File: src/rtl/fdtd_1d_free_space_step_macros.svh
// ----------------------------------------------------------------------------
// FDTD assertion macros
// Shared concurrent assertion forms for the FDTD step block.
// ----------------------------------------------------------------------------
`ifndef FDTD_1D_FREE_SPACE_STEP_MACROS_SVH
`define FDTD_1D_FREE_SPACE_STEP_MACROS_SVH

// Same-cycle implication, disabled during reset.
`define FDTD_ASSERT_IMPL(label, clk, rst, ante, cons) \
   label: assert property (@(posedge clk) disable iff (rst) (ante) |-> (cons)) \
      else $error("FDTD assertion failed");

// Next-cycle implication, disabled during reset.
`define FDTD_ASSERT_NEXT(label, clk, rst, ante, cons) \
   label: assert property (@(posedge clk) disable iff (rst) (ante) |=> (cons)) \
      else $error("FDTD assertion failed");

`endif

File: src/rtl/fdtd_pkg.sv
// ----------------------------------------------------------------------------
// FDTD package
// Types and constants shared by the FDTD grid modules.
// ----------------------------------------------------------------------------
`default_nettype none

package fdtd_pkg;

   localparam int DEFAULT_CELLS       = 256;
   localparam int DEFAULT_FIELD_WIDTH = 16;

   localparam int COUNT_W  = 9;
   localparam int SOURCE_W = 8;
   localparam int INDEX_W  = 8;
   localparam int VALUE_W  = 16;
   localparam int CSR_IDX_W  = 1;
   localparam int CSR_DATA_W = 9;

   localparam logic [COUNT_W-1:0]  COUNT_RESET  = 9'd200;
   localparam logic [SOURCE_W-1:0] SOURCE_RESET = 8'd100;

   typedef enum logic [CSR_IDX_W-1:0] {
      CSR_CELL_COUNT  = 1'b0,
      CSR_SOURCE_CELL = 1'b1
   } fdtd_csr_type;

   typedef enum logic {
      FUNC_STEP = 1'b0,
      FUNC_READ = 1'b1
   } fdtd_func_type;

   typedef struct packed {
      logic                      func;
      logic signed [VALUE_W-1:0] source_value;
      logic [INDEX_W-1:0]        cell_index;
   } fdtd_req_type;

   typedef struct packed {
      logic signed [VALUE_W-1:0] e_value;
      logic signed [VALUE_W-1:0] h_value;
   } fdtd_rsp_type;

   typedef struct packed {
      logic                e_phase;
      logic                h_phase;
      logic [COUNT_W-1:0]  count;
      logic [SOURCE_W-1:0] source;
   } fdtd_cell_ctrl_type;

endpackage

`default_nettype wire

File: src/rtl/fdtd_cell.sv
// ----------------------------------------------------------------------------
// FDTD grid cell
// Holds the E and H values of one grid point and updates them from its
// neighbors in the E phase and the H phase of a time step, or loads the pulse into E at the source cell.
// ----------------------------------------------------------------------------
`default_nettype none

module fdtd_cell
   import fdtd_pkg::*;
#(
   parameter int FIELD_WIDTH = DEFAULT_FIELD_WIDTH,
   parameter int INDEX       = 0
) (
   input  wire                           clock,
   input  wire                           reset,
   input  wire fdtd_cell_ctrl_type       ctrl,
   input  wire logic signed [FIELD_WIDTH-1:0] pulse,
   input  wire logic signed [FIELD_WIDTH-1:0] h_left,
   input  wire logic signed [FIELD_WIDTH-1:0] e_right,
   output logic signed [FIELD_WIDTH-1:0]      e_value,
   output logic signed [FIELD_WIDTH-1:0]      h_value
);

   localparam logic signed [FIELD_WIDTH:0] MAX_V = (FIELD_WIDTH+1)'((1 << (FIELD_WIDTH-1)) - 1);
   localparam logic signed [FIELD_WIDTH:0] MIN_V = -MAX_V - (FIELD_WIDTH+1)'(1);

   logic signed [FIELD_WIDTH-1:0] e_ff, e_in;
   logic signed [FIELD_WIDTH-1:0] h_ff, h_in;
   logic signed [FIELD_WIDTH:0]   e_diff, e_sum, h_diff, h_sum;
   logic signed [FIELD_WIDTH-1:0] e_half, h_half;
   logic                          e_upd, e_force, h_upd;

   function automatic logic signed [FIELD_WIDTH-1:0] sat(input logic signed [FIELD_WIDTH:0] v);
      if (v > MAX_V) begin
         return MAX_V[FIELD_WIDTH-1:0];
      end else if (v < MIN_V) begin
         return MIN_V[FIELD_WIDTH-1:0];
      end
      return v[FIELD_WIDTH-1:0];
   endfunction

   assign e_diff = (FIELD_WIDTH+1)'(h_left) - (FIELD_WIDTH+1)'(h_ff);
   assign e_half = e_diff[FIELD_WIDTH:1];
   assign e_sum  = (FIELD_WIDTH+1)'(e_ff) + (FIELD_WIDTH+1)'(e_half);

   assign h_diff = (FIELD_WIDTH+1)'(e_ff) - (FIELD_WIDTH+1)'(e_right);
   assign h_half = h_diff[FIELD_WIDTH:1];
   assign h_sum  = (FIELD_WIDTH+1)'(h_ff) + (FIELD_WIDTH+1)'(h_half);

   assign e_force = ctrl.e_phase && (int'(ctrl.source) == INDEX);
   assign e_upd   = ctrl.e_phase && (INDEX >= 1) && (INDEX < int'(ctrl.count));
   assign h_upd   = ctrl.h_phase && (INDEX + 1 < int'(ctrl.count));

   always_comb begin
      e_in = e_ff;
      h_in = h_ff;
      if (e_force) begin
         e_in = pulse;
      end else if (e_upd) begin
         e_in = sat(e_sum);
      end
      if (h_upd) begin
         h_in = sat(h_sum);
      end
   end

   always_ff @(posedge clock) begin
      if (reset) begin
         e_ff <= '0;
         h_ff <= '0;
      end else begin
         e_ff <= e_in;
         h_ff <= h_in;
      end
   end

   assign e_value = e_ff;
   assign h_value = h_ff;

endmodule

`default_nettype wire

File: config.mk
export PLATFORM = sky130hd
export DESIGN_NAME = fdtd_cell
export DESIGN_NICKNAME = d
export VERILOG_FILES = /design/src/rtl/fdtd_1d_free_space_step_macros.svh /design/src/rtl/fdtd_pkg.sv /design/src/rtl/fdtd_cell.sv
export SDC_FILE = /design/constraint.sdc
export NUM_CORES = 1
export LEC_CHECK = 0
export BUFFER_PORTS_ARGS = -buffer_cell sky130_fd_sc_hd__buf_2
export CORE_MARGIN = 3
export CORE_UTILIZATION = 54
export DETAILED_ROUTE_END_ITERATION = 10
export GPL_TIMING_DRIVEN = 0
export PLACE_DENSITY_LB_ADDON = 0.25
export SETUP_SLACK_MARGIN = 0.5
export SYNTH_ARGS = -nofsm -noshare
export SYNTH_HDL_FRONTEND = slang
export SYNTH_SLANG_ARGS = --single-unit
File: constraint.sdc
create_clock -name clock -period 11.9 [get_ports clock]
set_input_delay 1.785 -clock clock [delete_from_list [all_inputs] [get_ports clock]]
set_output_delay 1.785 -clock clock [all_outputs]
set_load 0.005 [all_outputs]
# --- Yosys cells after proc, flatten, opt, wreduce, memory -nomap -nowiden ---
# Index checks and enable logic that the tools add are counted.
# W data, S select, Z words.
word_totals:
  regBits: 32
  latchBits: 0
  ram_bits: 0
  romBits: 0
  in_bits: 69
  out_inout_bits: 32
  wordCells: 16
  n_memories: 0
op_classes:
  n_addsub: 2
  n_mul: 0
  div_mod_pow: 0
  order_cmp: 3
  n_eq_ne: 0
  n_shift: 0
  mux: 6
  n_bitwise: 0
  reduce_logical: 3
ops:
  columns: ["cell", "count"]
  rows:
  - ["$mux W16", 3]
  - ["$add A16 B16 Y17", 1]
  - ["$gt A17 B16 Y1 const B", 1]
  - ["$lt A17 B16 Y1 const B", 1]
  - ["$sub A16 B16 Y17", 1]
  - ["$lt A1 B9 Y1 const A", 1]
  - ["$logic_not A8 Y1", 1]
  - ["$mux W1", 3]
  - ["$logic_and A1 B1 Y1", 2]

# --- Longest topological paths before layout ---
depth:
  ltp_word: 7
  ltp_mapped: 20
  ltp_nobuf: 19

# --- Worst setup path before layout ---
# Ideal clock, no wire load.
synth_timing:
  kind: "input to register"
  startpoint: "in e_right[0]"
  endpoint: "reg h_ff[5], in the netlist h_value[5]"
  setup_time_ps: 122
  t_arrival_ps: 5338
  required_time_ps: 11778
  setup_slack_ps: 6440
  stages: 18
  path_buffers: 1
  path_cell_list: "nor2b_1 > fa_1 > nor2b_1 > o21ai_0 > a21boi_0 > o21ai_0 > a21oi_1 > a311oi_1 > a211oi_1 > ha_1 > a21oi_1 > o22ai_1 > a2111oi_2 > nor2_1 > o31ai_4 > buf_6 > nor4_1 > a311o_1"
synth_via:
  elab_chain_len: 7
  word_cells_on_any_way: 9
  classes_between: "add/sub (2); order compare (2); mux (5)"
synth_rtl:
  columns: ["item", "line", "rtl"]
  rows:
  - ["start, declared", "fdtd_cell.sv:19", "input wire logic signed [FIELD_WIDTH-1:0] e_right,"]
  - ["$sub A16 B16 Y17 (*)", "fdtd_cell.sv:46", "assign h_diff = (FIELD_WIDTH+1)'(e_ff) - (FIELD_WIDTH+1)'(e_right);"]
  - ["$add A16 B16 Y17 (*)", "fdtd_cell.sv:48", "assign h_sum = (FIELD_WIDTH+1)'(h_ff) + (FIELD_WIDTH+1)'(h_half);"]
  - ["$lt A17 B16 Y1", "fdtd_cell.sv:36", "end else if (v < MIN_V) begin"]
  - ["$mux W1", "fdtd_cell.sv:36", null]
  - ["$mux W1", "fdtd_cell.sv:34", "if (v > MAX_V) begin"]
  - ["$mux W1", "fdtd_cell.sv:62", "if (h_upd) begin"]
  - ["$mux W16 (*)", "fdtd_cell.sv:39", "return v[FIELD_WIDTH-1:0];"]
  - ["end signal, assigned", "fdtd_cell.sv:73", "h_ff <= h_in;"]
  - ["end, declared", "fdtd_cell.sv:28", "logic signed [FIELD_WIDTH-1:0] h_ff, h_in;"]
# Mark *: on every way between the ends. The rest lies on a longest branch, timed or not. The select of a mux whose other input is x is not followed.
# A chain may end at the register's enable or synchronous reset.

# --- Worst setup path after layout ---
# Same ends and word-level chain as after synthesis.

==> impl_metrics.ini <==
[run_status]
status = finished clean

[yosys]
ys.flop_type = dfxtp_1
synth_edf_count = 0
yosys_warnings = 0
ys_async_sr_fraction_pct = 0
synthesis.area_um2 = 2776
ys_types = 52
synth_seq_area_share_pct = 23.07
syn_nets = 437
synth-seq-cells = 32
synth.avg_cell_area_um2 = 8.313
synth_cells = 334

[critical_path]
slowest_stage = o31ai_4
crit_buf_inv = 2
crit_chain = buf_2 > nor2b_1 > fa_1 > nor2b_1 > o21ai_0 > a21boi_0 > o21ai_0 > a21oi_1 > a311oi_1 > a211oi_1 > ha_1 > a21oi_1 > o22ai_1 > a2111oi_2 > nor2_1 > o31ai_4 > buf_6 > nor4_1 > a311o_1
end_kind = register
required_ns = 12.08
crit_fanout = 10
path_class = input pin to register
cp.arrival_ns = 6.00
startpoint_type = input pin
critPathMaxStageDelay_ns = 0.47
critPathTopFamily = compound AO/OA/AOI/OAI gates

[die]
start_util_pct = 57.26
core-area_um2 = 4848
core.rowCount = 25
die_h_um = 77.71
ioPinCount = 101
fp.dieArea_um2 = 6038
die_w_um = 77.71

[sta]
period_share_pct = 48.94
final.min_clock_period_ns = 5.824
worst_pin_slew_ns = 0.6700
hold_viol_final = 0
fin_setup_tns_ns = 0
skew_ns = 0.005198
rsz0062_at_grt = no
setup_slack_ns = 6.076
setup_violations = 0
slew-limit-headroom_pct = 55.33
drv_slew = 0
fmax_mhz = 171.7

[layout]
multi_input_area_um2 = 1969
layout_common_cells = 84 x buf_2, 33 x nor2_1, 32 x ha_1, 32 x dfxtp_1, 30 x a21oi_1
fillers = 391
fin_util_pct = 70.17
final_nets = 527
seq_area_um2 = 640.6
final_common_cell = buf_2
design_area_um2 = 3402
areaGrowthSynthToFinish_pct = 22.53
diodes = 0
drive_gt1_share_pct = 26.35

[global_routing]
antenna_found_initial = 0
grt_pass1_wl_mm = 11.33
grtUsageTotal_pct = 23.03
gr-total-overflow = 0
grt_max_degree = 11
grt_pass1_vias = 2559

[clock_tree]
cts_tree = done
cts-root-buf = clkbuf_8
postCtsSetupBuffers = 0
cts_buffers = 5
cts_max_path_buffers = 2
cts.repair.resized = 0
clock_sinks = 32
clk_latency_ns = 0.29
cts_hold_buffers = 0
htreeDepth = 2
path_clk_slew_ns = 0.07

[min_path]
hold_path_class = register to register

[pwr]
leakagePower_nw = 1.791
power.density_nw_per_um2 = 131.0
seqPwrFrac_pct = 28.5
p_total_mw = 0.4457
power_frac_comb_pct = 45.2
clockPowerShare_pct = 26.3
p_int_mw = 0.2843
swShare_pct = 36.21
p_switching_mw = 0.1614
max-vdd-ir-drop_v = 0.00007599

[routing]
ant_nets = 0
first_pass_iters = 4
post_drt_wl_per_cell_um = 13.93
wl_mm = 6.853
remaining_drc_errors = 0
first_iter_violations = 119
viasPerCell = 5.606
vias = 2758

[job]
maxCapViolations = 0

[placed_design]
pre_cts_ws_ns = 5.799
place.gp.congestion = 0.9276
io_buffers = 83
dp_hpwl_mm = 5.346
postPlaceCellArea_um2 = 3276
through the flow:
step	cells	hold WS (ns)
floorplan	334	0.5001
finish	492	0.5222
CTS	492	0.5316
global placement	484	0.5012
detailed placement	484	0.5144
global route	492	0.5664
cell families (layout without fill, tap and decap cells):
logic type               count (synthesis)  count (layout)  synth area share [%]
buffers and inverters                   40             131                 5.993
AND/OR/NAND/NOR                         77              77                 13.16
AO/OA/AOI/OAI                          102             102                 25.37
adder cells (fa/ha/maj)                 42              42                 18.75
flip-flops                              32              32                 23.07
multiplexers                            16              16                 5.768
XOR/XNOR                                25              25                 7.886
routing by layer:
layer | track usage, % | vias up | part of all wire [%]
met2 | 40.33 | 74 | 49
met3 | 4.408 | 11 | 5.6
met1 | 27.76 | 1291 | 43
met4 | 8.363 | 0 | 1.7
met5 | 0 | - | 0
li1 | - | 1382 | -
power by group through the flow:
stage          Clock, mW  Sequential (mW)  Combinational (mW)
2_1_floorplan          0            0.129               0.150
3_3_place_gp           0            0.129               0.193
3_5_place_dp           0            0.129               0.198
4_1_cts            0.120            0.127               0.200
5_1_grt            0.124            0.128               0.223
6_report           0.117            0.127               0.201
synthesized netlist by cell type, types with 7 or more instances:
| cell | instances | area (um^2) |
|---|---|---|
| nor3_1 | 7 | 35.03 |
| xor2_1 | 8 | 70.07 |
| nor2_1 | 33 | 123.9 |
| ha_1 | 32 | 400.4 |
| clkbuf_1 | 8 | 30.03 |
| dfxtp_1 | 32 | 640.6 |
| a21oi_1 | 30 | 150.1 |
| maj3_1 | 8 | 80.08 |
| inv_1 | 29 | 108.9 |
| xnor2_1 | 17 | 148.9 |
| nand2_1 | 12 | 45.04 |
| mux2i_1 | 16 | 160.2 |
| o21ai_0 | 28 | 140.1 |
worst register-to-register path, cell delays in order, from the launching register on:
cell       delay [ns]
dfxtp_1          0.39
inv_1            0.07
fa_1             0.42
nor2b_1          0.11
o21ai_0          0.10
a21boi_0         0.25
o21ai_0          0.15
a21oi_1          0.39
a311oi_1         0.17
a211oi_1         0.28
ha_1             0.32
a21oi_1          0.18
o22ai_1          0.13
a2111oi_2        0.38
nor2_1           0.12
o31ai_4          0.47
buf_6            0.22
nor4_1           0.05
a311o_1          0.28
flip-flops by register name (all words and copies together), names as in the netlist:
name     cells
e_value     16
h_value     16
final cells by class:
cell class,instances,share of cell area [%]
multi-input combinational,262,57.89
sequential,32,18.83
timing repair buffer,83,12.21
inverter,29,3.200
clock buffer,7,2.832
tap,67,2.464
buffer,11,1.692
clock inverter,1,0.8827
worst paths after layout:
check | startpoint | end | slack, ns | cells past startpoint
setup / recovery | e_right[0] | h_value[5] | 6.08 | 19
hold / removal | e_value[14] | e_value[14] | 0.52 | 2
setup reg to reg | e_value[1] | h_value[5] | 7.31 | 18
hold reg to reg | e_value[14] | e_value[14] | 0.52 | 2
Note: power is estimated with default switching activity, not from simulation.
